**config.mk**
```make
export PLATFORM = sky130hd
export DESIGN_NAME = scs_ctrl
export DESIGN_NICKNAME = d
export VERILOG_FILES = /design/src/hw/rtl/scs_pkg.sv /design/src/hw/rtl/scs_ctrl.sv
export VERILOG_INCLUDE_DIRS = /design/src /design/src/hw/rtl
export SDC_FILE = /design/constraint.sdc
export NUM_CORES = 1
export LEC_CHECK = 0
export BUFFER_PORTS_ARGS = -buffer_cell sky130_fd_sc_hd__buf_2
export CAP_MARGIN = 0
export CORE_AREA = 4 4 41 43
export DETAILED_ROUTE_END_ITERATION = 10
export DIE_AREA = 0 0 45 47
export SLEW_MARGIN = 20
export SYNTH_ARGS = -nofsm -noshare
export SYNTH_HDL_FRONTEND = slang
export SYNTH_SLANG_ARGS = --single-unit
```
**constraint.sdc**
```tcl
create_clock -name clock -period 1.47 [get_ports clock]
set_input_delay 0.294 -clock clock [delete_from_list [all_inputs] [get_ports clock]]
set_output_delay 0.294 -clock clock [all_outputs]
set_load 0.02 [all_outputs]
```
**src/hw/rtl/stochastic_calcium_cluster_step_macros.svh**
```systemverilog
// Assertion macros for the calcium cluster step block
`ifndef STOCHASTIC_CALCIUM_CLUSTER_STEP_MACROS_SVH
`define STOCHASTIC_CALCIUM_CLUSTER_STEP_MACROS_SVH
`ifndef SYNTHESIS
`define SCS_ASSERT(lbl, prop, msg) \
   lbl: assert property (@(posedge clock) disable iff (reset) prop) else $error(msg);
`define SCS_ASSERT_ALWAYS(lbl, prop, msg) \
   lbl: assert property (@(posedge clock) prop) else $error(msg);
`else
`define SCS_ASSERT(lbl, prop, msg)
`define SCS_ASSERT_ALWAYS(lbl, prop, msg)
`endif
`endif

```
**src/hw/rtl/scs_pkg.sv**
```systemverilog
`timescale 1ns / 1ps
package scs_pkg;

   localparam int NUM_CLUSTERS_DEF = 10;
   localparam int MAX_CHANNELS_DEF = 15;

   localparam int REQ_DATA_W = 40;
   localparam int RSP_DATA_W = 40;
   localparam int CSR_DATA_W = 24;
   localparam int CSR_IDX_W  = 3;

   localparam logic [CSR_IDX_W-1:0] REG_OPEN_SCALE = 3'd0;
   localparam logic [CSR_IDX_W-1:0] REG_REFR_PROB  = 3'd1;
   localparam logic [CSR_IDX_W-1:0] REG_CLOSE_PROB = 3'd2;
   localparam logic [CSR_IDX_W-1:0] REG_REFR_NUM   = 3'd3;
   localparam logic [CSR_IDX_W-1:0] REG_CA_REST    = 3'd4;
   localparam logic [CSR_IDX_W-1:0] REG_CA_THRESH  = 3'd5;
   localparam logic [CSR_IDX_W-1:0] REG_LEAK       = 3'd6;
   localparam logic [CSR_IDX_W-1:0] REG_PUFF       = 3'd7;

   localparam logic [23:0] OPEN_SCALE_RST = 24'd16777;
   localparam logic [23:0] REFR_PROB_RST  = 24'd335544;
   localparam logic [23:0] CLOSE_PROB_RST = 24'd838861;
   localparam logic [3:0]  REFR_NUM_RST   = 4'd3;
   localparam logic [23:0] CA_REST_RST    = 24'd13107;
   localparam logic [23:0] CA_THRESH_RST  = 24'd32768;
   localparam logic [23:0] LEAK_RST       = 24'd16777;
   localparam logic [23:0] PUFF_RST       = 24'd655;

   localparam logic [5:0] DIV_STEPS = 6'd42;

   typedef enum logic [3:0] {
      ST_IDLE, ST_UPDATE, ST_LEAK, ST_SUM, ST_SQUARE, ST_CUBE,
      ST_DIV_LOAD, ST_DIV, ST_SCALE, ST_EMIT
   } state_type;

   typedef struct packed {
      logic capture;
      logic update;
      logic leak;
      logic sum;
      logic square;
      logic cube;
      logic div_load;
      logic div_step;
      logic scale;
      logic emit;
   } cmd_type;

   typedef struct packed {
      logic last_item;
      logic div_last;
      logic rsp_full;
   } sts_type;

endpackage

```
**src/hw/rtl/scs_ctrl.sv**
```systemverilog
`timescale 1ns / 1ps
`include "stochastic_calcium_cluster_step_macros.svh"
module scs_ctrl (
   input  logic              clock,
   input  logic              reset,
   input  logic              req_tvalid,
   output logic              req_tready,
   input  scs_pkg::sts_type  sts,
   output scs_pkg::cmd_type  cmd
);
   scs_pkg::state_type st_ff, st_in;
   logic emit_ff, emit_in;

   always_ff @(posedge clock) begin
      if (reset) begin
         st_ff   <= scs_pkg::ST_SQUARE;
         emit_ff <= 1'b0;
      end else begin
         st_ff   <= st_in;
         emit_ff <= emit_in;
      end
   end

   always_comb begin
      st_in      = st_ff;
      emit_in    = emit_ff;
      cmd        = '0;
      req_tready = 1'b0;
      unique case (st_ff)
         scs_pkg::ST_IDLE: begin
            req_tready  = 1'b1;
            cmd.capture = req_tvalid;
            if (req_tvalid) st_in = scs_pkg::ST_UPDATE;
         end
         scs_pkg::ST_UPDATE: begin
            cmd.update = 1'b1;
            if (sts.last_item) begin
               st_in   = scs_pkg::ST_LEAK;
               emit_in = 1'b1;
            end else begin
               st_in = scs_pkg::ST_IDLE;
            end
         end
         scs_pkg::ST_LEAK: begin
            cmd.leak = 1'b1;
            st_in    = scs_pkg::ST_SUM;
         end
         scs_pkg::ST_SUM: begin
            cmd.sum = 1'b1;
            st_in   = scs_pkg::ST_SQUARE;
         end
         scs_pkg::ST_SQUARE: begin
            cmd.square = 1'b1;
            st_in      = scs_pkg::ST_CUBE;
         end
         scs_pkg::ST_CUBE: begin
            cmd.cube = 1'b1;
            st_in    = scs_pkg::ST_DIV_LOAD;
         end
         scs_pkg::ST_DIV_LOAD: begin
            cmd.div_load = 1'b1;
            st_in        = scs_pkg::ST_DIV;
         end
         scs_pkg::ST_DIV: begin
            cmd.div_step = 1'b1;
            if (sts.div_last) st_in = scs_pkg::ST_SCALE;
         end
         scs_pkg::ST_SCALE: begin
            cmd.scale = 1'b1;
            st_in     = emit_ff ? scs_pkg::ST_EMIT : scs_pkg::ST_IDLE;
         end
         scs_pkg::ST_EMIT: begin
            if (!sts.rsp_full) begin
               cmd.emit = 1'b1;
               emit_in  = 1'b0;
               st_in    = scs_pkg::ST_IDLE;
            end
         end
         default: st_in = scs_pkg::ST_IDLE;
      endcase
   end

   `SCS_ASSERT(a_update_next, (st_ff == scs_pkg::ST_UPDATE) |=> (st_ff == scs_pkg::ST_IDLE || st_ff == scs_pkg::ST_LEAK), "bad state after update")
   `SCS_ASSERT(a_init_no_emit, (st_ff == scs_pkg::ST_SCALE && !emit_ff) |=> (st_ff == scs_pkg::ST_IDLE), "start-up pass emitted")
   `SCS_ASSERT(a_emit_done, (st_ff == scs_pkg::ST_EMIT && !sts.rsp_full) |=> (st_ff == scs_pkg::ST_IDLE && !emit_ff), "emit not completed")
endmodule

```
==> results of run 1 <==
## metal layers
| layer | vias to the layer above | part of all wire |
|---|---|---|
| li1 | 236 | - |
| met5 | - | 0 |
| met2 | 19 | 0.44 |
| met4 | 0 | 0.0080 |
| met1 | 213 | 0.47 |
| met3 | 2 | 0.082 |
## sequential cells by signal (all words and copies together), names as in the netlist
signal	count
emit_ff	1
st_ff	4
## worst paths after layout
path	from	to	slack (ns)	cells past startpoint
worst max-delay path	st_ff[3]	cmd[8]	-0.0007	3
worst min-delay path	reset	st_ff[1]	0.33	2
worst max register to register	st_ff[3]	st_ff[0]	0.21	6
worst min register to register	emit_ff	emit_ff	0.54	2
## critical path, stage by stage, from the launching register on
cell     delay, ns
dfxtp_4       0.35
or2b_4        0.28
nor3_4        0.16
buf_6         0.15
## cells in the mapped netlist, types with 2 or more instances
master    n  area share
inv_1     2       0.019
nor3_1    5       0.064
nand2_1   3       0.029
nor2_1    8       0.077
o21ai_0   3       0.039
dfxtp_1   5        0.26
nand2b_1  4       0.064
nand3_1   2       0.026
and2_1    2       0.032
## area by class of cell
class                   instances  area (sq um)
clock buffers                   4          26.3
fillers                       144           692
inverters                       2          7.51
multi-input cells              42           288
flip-flops and latches          5           113
well taps                      15          18.8
repair buffers                 23           156
## metrics by stage
stage          instances  setup TNS (ns)  utilization
6_report              91       -0.000750        0.468
5_1_grt               91          -0.197        0.468
4_1_cts               90         -0.0723        0.445
3_5_place_dp          83               0        0.374
3_3_place_gp          83               0        0.374
2_1_floorplan         52               0            -
## placed cells by master (no fill, tap or decap), types with 3 or more instances in the layout
master,Yosys,layout
buf_2,1,11
nor3_1,5,3
nand2b_1,4,4
o21ai_0,3,3
dfxtp_4,0,3
clkbuf_4,0,3
nor2_1,8,7
buf_4,1,9
nand2_1,3,3
buf_6,1,3
## power groups by stage
stage	clock, mW	sequential, mW	combinational, mW
after detailed placement	0	0.185	0.230
after global placement	0	0.184	0.228
after floorplan	0	0.173	0.181
final	0.155	0.189	0.288
after CTS	0.165	0.187	0.258
after global routing	0.177	0.193	0.313
## kinds of logic after synthesis
| family | synth area share |
|---|---|
| AOI/OAI and AO/OA | 0.267 |
| and+or+nand+nor | 0.396 |
| DFF | 0.257 |
| buffers and inverters | 0.0804 |
## what timing repair did
action | CTS | global route
endpoints found under the hold margin | 0 | 0
cloned | 0 | 0
gates resized for setup | 15 | 8
pin swaps | 2 | 1
endpoints found under the setup margin | 10 | 8
buffers inserted | 3 | 1
==> results.cfg, run 1 <==
[outcome]
run_status = finished with violations
violations = negative setup slack

[floorplan]
dieWidth_um = 45
num_io_pins = 17
core_area_sq_um = 1300
initial_utilization = 0.299
die_h_um = 47
die-area_sq_um = 2120
rows = 13

[pwr]
ir_worst_vdd_v = 0.000548
netSwitchingFraction = 0.386
total_power_mw = 0.632
p_per_area_nw_per_um2 = 1040
power_frac_comb = 0.456
switching_power_mw = 0.244
pwr-share-clk = 0.245
leakagePower_nw = 0.281
seq_power_share = 0.299
internal-power_mw = 0.388

[placed_design]
place_ws_ns = 0.0904
placed_area_sq_um = 487
port_buffers = 16
hpwl_um = 802
gp_congestion = 0.759

[detailed_routing]
drt_wl_total_mm = 1.13
via_count = 470
firstDrtPassIters = 4
wl_per_cell_um = 12.4
ant_nets = 0
drt_iter0_markers = 12
viasPerCell = 5.16
drc = 0

[grt]
gr-usage-all-layers = 0.122
antenna_found_initial = 0
top_usage_layer = met2
grt_use_met1 = 0.150
grt_pass1_vias = 407
use_met3 = 0.0230
grt_use_met2 = 0.181
grt_pass1_wl_mm = 1.79
grt_max_degree = 12
gr-total-overflow = 0

[synthesis]
synth-main-ff-cell = dfxtp_1
synth_cell_types = 27
yosysWarnings = 0
syn-num-nets = 58
yosysSeqAreaShare = 0.257
synth_area_sq_um = 389
syn_area_per_cell_sq_um = 7.48
syn_inst = 52
postSynth.asyncResetShare = 0
ys_seq_elements = 5
synth_edf_count = 0

[worst_setup_path]
crit_required_ns = 1.18
endpoint_kind = output port
cp_max_fo = 4
cp-start-kind = flip-flop
worstSetupPathType = flip-flop to output port
worstPathArrival_ns = 1.18

[sta]
tightest_slew_ns = 0.268
timing.fmax_ghz = 0.680
slew_violations = 0
hold_violations = 0
fin_skew_ns = 0.00124
worst_slack_ns = -0.000750
rsz0062_at_grt = yes
setup_violations = 1
fin_crit_ns = 1.47
period_share = 1.00
whs_ns = 0.329
relSlewSlack = 0.820

[cells_and_area]
drive_gt1_frac = 0.539
num-nets-final = 83
antenna_cells = 0
syn_to_final_growth_pct = 56.6
final_area_sq_um = 609

[cts]
clockBufferDepth = 2
htreeDepth = 1
cts_hold_buf = 0
clk-insertion-delay-late_ns = 0.24
cts.sinks = 5
cts-root-buf = clkbuf_4
clk_pin_slew_ns = 0.04
cts_tree = built
numCtsBuffers = 3

[hold_path]
min_path_type = input port to flip-flop

[job]
maxCapViolations = 0
(Power assumes the default switching activity.)
==> run 2, diff against run 1 <==
- CORE_AREA: 4 4 41 43 -> 2 2 39 41
- DIE_AREA: 0 0 45 47 -> 0 0 41 43
- PLACE_DENSITY: default -> 0.65
==> run 2 against run 1 <==
Sequential share of layout area fell by 0.15 points; combinational power is 6% lower; worst hold slack got worse by 0.015 ns; largest cell class unchanged; worst setup slack worse by 0.033 ns; via count fell by 3.0%; register-to-register slack worse by 0.02 ns; the flow still finishes with violations (negative setup slack); core utilization fell by 3.4 points; critical path type unchanged; maximum frequency is 2.2% lower; total power shrank 2.1%.
==> results.cfg, run 2 (synthesis results as in run 1) <==
[outcome]
run_status = finished with violations
violations = negative setup slack

[detailed_routing]
via_count = 456
drt_wl_total_mm = 1.08
firstDrtPassIters = 2
wl_met1_um = 452
top_layer = met4
drt_iter0_markers = 3
viasPerCell = 4.90
drc = 0
wl_per_cell_um = 11.6
ant_nets = 0
met2_length_um = 542
wl_met3_um = 58

[cts]
clockBufferDepth = 2
numCtsBuffers = 3
clk_pin_slew_ns = 0.04
cts_hold_buf = 0
cts_tree = built
clk-insertion-delay-late_ns = 0.25
cts.sinks = 5
htreeDepth = 1
cts-root-buf = clkbuf_4

[placed_design]
port_buffers = 16
hpwl_um = 772
placed_area_sq_um = 488
place_ws_ns = 0.143
gp_congestion = 0.778

[cells_and_area]
num-nets-final = 84
drive_gt1_frac = 0.532
antenna_cells = 0
reg_top3 = st_ff (4), emit_ff (1)
final_cell_mix = 13 x buf_4, 10 x buf_2, 6 x nor2_1, 4 x nor3_1, 4 x nand2b_1
final_util = 0.434
final_common_cell = buf_4
regMostFlops = st_ff
regArea_sq_um = 110
final_area_sq_um = 601
fillers = 144
multiInputGateArea_sq_um = 278
largest_reg_flops = 4
syn_to_final_growth_pct = 54.3

[pwr]
ir_worst_vdd_v = 0.000400
total_power_mw = 0.618
leakagePower_nw = 0.275
p_per_area_nw_per_um2 = 1030

[grt]
grt_pass1_vias = 408
gr-total-overflow = 0
grt_pass1_wl_mm = 1.66
gr-usage-all-layers = 0.142
antenna_found_initial = 0
grt_max_degree = 12

[floorplan]
initial_utilization = 0.281
die_h_um = 43
num_io_pins = 17
core_area_sq_um = 1380
die-area_sq_um = 1760
dieWidth_um = 41
rows = 14

[hold_path]
min_path_type = input port to flip-flop

[sta]
worst_slack_ns = -0.0334
tightest_slew_ns = 0.287
relSlewSlack = 0.808
fin_skew_ns = 0.00134
hold_violations = 0
fin_crit_ns = 1.50
rsz0062_at_grt = yes
slew_violations = 0
setup_violations = 2
period_share = 1.02
finalSetupTns_ns = -0.0389
timing.fmax_ghz = 0.665

[worst_setup_path]
worstSetupPathType = flip-flop to output port
worstPathCellList = or2b_1 -> nor3_2 -> buf_4
cp-start-kind = flip-flop
cp.buffers_inverters = 1
worstPathArrival_ns = 1.21
cp_max_fo = 4
max_stage_delay_ns = 0.32
crit_required_ns = 1.18
endpoint_kind = output port
slowest_stage = dfxtp_2
path_delay_family = simple AND/OR/NAND/NOR gates

[job]
maxCapViolations = 0
-- run 2: cell types whose count changed in the layout (fill, tap and decap cells not counted), sizes merged --
cell	delta
buf	+1
-- run 2: power breakdown --
| part | switching [mW] | internal, mW |
|---|---|---|
| combinational | 0.159 | 0.114 |
| sequential | 0.0253 | 0.159 |
| clock | 0.0595 | 0.103 |
| total | 0.243 | 0.375 |
-- run 2: worst paths after layout --
| kind | start | end | slack (ns) | cells past startpoint |
|---|---|---|---|---|
| worst min-delay path | sts[2] | emit_ff | 0.31 | 3 |
| worst max-delay path | st_ff[3] | cmd[8] | -0.03 | 3 |
| worst max register to register | st_ff[2] | st_ff[3] | 0.19 | 5 |
| worst min register to register | emit_ff | emit_ff | 0.52 | 2 |
-- run 2: per-layer routing --
layer | GRT usage | vias up
met1 | 0.168 | 199
met3 | 0.0314 | 4
li1 | - | 236
met4 | 0.100 | 0
met2 | 0.213 | 17
met5 | 0 | -
-- run 2: metrics by stage --
step,std cells,hold WS [ns]
after floorplan,52,0.363
after global placement,84,0.503
after detailed placement,84,0.521
after CTS,89,0.313
after global routing,93,0.344
final,93,0.314
-- run 2: final cells by class --
| cell class | count | area share |
|---|---|---|
| Multi-Input combinational cell | 42 | 0.462 |
| Clock buffer | 4 | 0.0438 |
| Timing Repair Buffer | 24 | 0.265 |
| Inverter | 2 | 0.0125 |
| Sequential cell | 5 | 0.183 |
| Tap cell | 16 | 0.0333 |
-- run 2: worst register-to-register path, cell delays in order (launching register included) --
cell and delay, ns:
dfxtp_4 0.36, buf_4 0.14, and3b_1 0.17, o21ai_1 0.13
o211ai_1 0.15, o32ai_2 0.25
-- run 2: what timing repair did --
item | CTS | global route
pin swaps | 0 | 2
setup endpoints to repair | 8 | 8
gates resized for setup | 10 | 9
buffers inserted | 1 | 4
==> run 3, diff against run 2 <==
--- a/config.mk
+++ b/config.mk
@@ -13,4 +13,5 @@
 export DIE_AREA = 0 0 41 43
 export PLACE_DENSITY = 0.65
+export REMOVE_ABC_BUFFERS = 1
 export SLEW_MARGIN = 20
 export SYNTH_ARGS = -nofsm -noshare
==> constraint.sdc (replaced) <==
create_clock -name clock -period 1.47 [get_ports clock]
set_input_delay 0.147 -clock clock [delete_from_list [all_inputs] [get_ports clock]]
set_output_delay 0.147 -clock clock [all_outputs]
set_load 0.02 [all_outputs]
==> run 3 against run 2 <==
The flow now finishes without violations; wire length is 16% lower; clock-buffer cell count stayed put; largest power group is now registers; register-to-register slack better by 0.09 ns; maximum frequency is 7.3% higher; critical path depth stayed put; sequential power is 11% higher; clock power is 6% lower; design area is 15% lower; global-route usage is 2.0 points lower; worst setup slack better by 0.10 ns; highest routed layer is now met3; cell count is 7.5% lower.
==> results.cfg, run 3 (synthesis results as in run 1) <==
[outcome]
run_status = finished, final reports clean

[cells_and_area]
num-nets-final = 77
regMostFlops = st_ff
final_common_cell = buf_2
antenna_cells = 0
drive_gt1_frac = 0.414
final_cell_mix = 16 x buf_2, 8 x nor2_1, 4 x nor3_1, 4 x nand2b_1
reg_top3 = st_ff (4), emit_ff (1)
final_cell_count_no_fill = 86
largest_reg_flops = 4
syn_to_final_growth_pct = 31.5

[detailed_routing]
drt_iter0_markers = 9
wl_per_cell_um = 10.6
ant_nets = 0
via_count = 428
drc = 0
firstDrtPassIters = 4
viasPerCell = 4.98
drt_wl_total_um = 913

[grt]
gr-usage-all-layers = 0.122
antenna_found_initial = 0
grt_pass1_vias = 317
gr-total-overflow = 0
grt_max_degree = 12
grt_pass1_wl_mm = 1.44

[cts]
cts_tree = built
cts.sinks = 5
clk_pin_slew_ns = 0.04
clockBufferDepth = 2
clk-insertion-delay-late_ns = 0.23
post_cts.repair.setup_buffers = 0
htreeDepth = 1
cts_hold_buf = 0
numCtsBuffers = 3
cts-root-buf = clkbuf_4

[worst_setup_path]
endpoint_kind = output port
worstSetupPathType = flip-flop to output port
setup.worst_path.end = cmd[8]
r2r-start = st_ff[2]
r2r-end = st_ff[3]
worstPathArrival_ns = 1.25
cp_max_fo = 11
crit_required_ns = 1.32
r2r_cells = 4
startpoint = st_ff[0]
rrSetupSlack_ns = 0.28
cp-start-kind = flip-flop

[placed_design]
dpl.cell_count = 82
hpwl_um = 694
port_buffers = 16
gp_congestion = 0.756
place_ws_ns = 0.162

[pwr]
ir_worst_vdd_v = 0.000393
leakagePower_nw = 0.241
p_per_area_nw_per_um2 = 1090

[sta]
relSlewSlack = 0.813
setup_violations = 0
fin_crit_ns = 1.40
timing.fmax_ghz = 0.714
worst_slack_ns = 0.0694
slew_violations = 0
period_share = 0.953
hold_violations = 0
fin_skew_ns = 0.000811
tightest_slew_ns = 0.280

[floorplan]
rows = 14
die_h_um = 43
die-area_sq_um = 1760
dieWidth_um = 41
core_area_sq_um = 1380
num_io_pins = 17
initial_utilization = 0.281

[job]
maxCapViolations = 0

[hold_path]
min_path_type = input port to flip-flop
## run 3: cell types whose count changed in the layout (fill, tap and decap cells not counted), sizes merged
cell | previous run | this run
buf | 24 | 17
## run 3: final cells by class
type                       instances  area, sq um
clock buffer                       4         26.3
sequential                         5          108
multi-input combinational         42          263
tap                               16         20.0
timing repair buffer              17         87.6
inverter                           2         7.51
fill                             154          872
## run 3: report_power, final
group	switching (mW)	internal, mW	leakage, nW
Sequential	0.0452	0.159	0.0419
Clock	0.0507	0.102	0.0150
Combinational	0.119	0.0821	0.184
## run 3: per-stage QoR
stage	total power [mW]	hold WS, ns	area [sq um]	util	setup TNS, ns
after floorplan	0.334	0.216	365	-	-0.0606
after global placement	0.399	0.421	473	0.342	0
after detailed placement	0.399	0.433	473	0.342	0
after CTS	0.565	0.177	504	0.364	0
after global routing	0.606	0.187	512	0.370	-0.00807
final	0.559	0.177	512	0.370	0
## run 3: worst max-delay path, cell delays in order (launching register included)
cell     delay [ns]
dfxtp_4        0.39
or2b_1         0.29
nor3_2         0.14
buf_2          0.19
## run 3: worst min-delay path by stage
stage                from        to  slack (ns)  cells past startpoint
finish              reset  st_ff[1]        0.18                      2
global placement    reset   emit_ff        0.42                      2
detailed placement  reset   emit_ff        0.43                      2
floorplan           reset   emit_ff        0.22                      1
CTS                 reset  st_ff[1]        0.18                      2
global route        reset  st_ff[1]        0.19                      2
## run 3: per-layer routing
| metal | share of wire | up-vias | GRT usage |
|---|---|---|---|
| li1 | - | 222 | - |
| met2 | 0.46 | 13 | 0.153 |
| met3 | 0.072 | 0 | 0.0628 |
| met1 | 0.47 | 193 | 0.166 |
| met4 | 0 | 0 | 0.0600 |
| met5 | 0 | - | 0 |
## run 3: what timing repair did
item                                   4_1_cts  5_1_grt
setup endpoints to repair                    3        3
endpoints found under the hold margin        0        0
resized for setup                            3        3
pin swaps                                    0        0
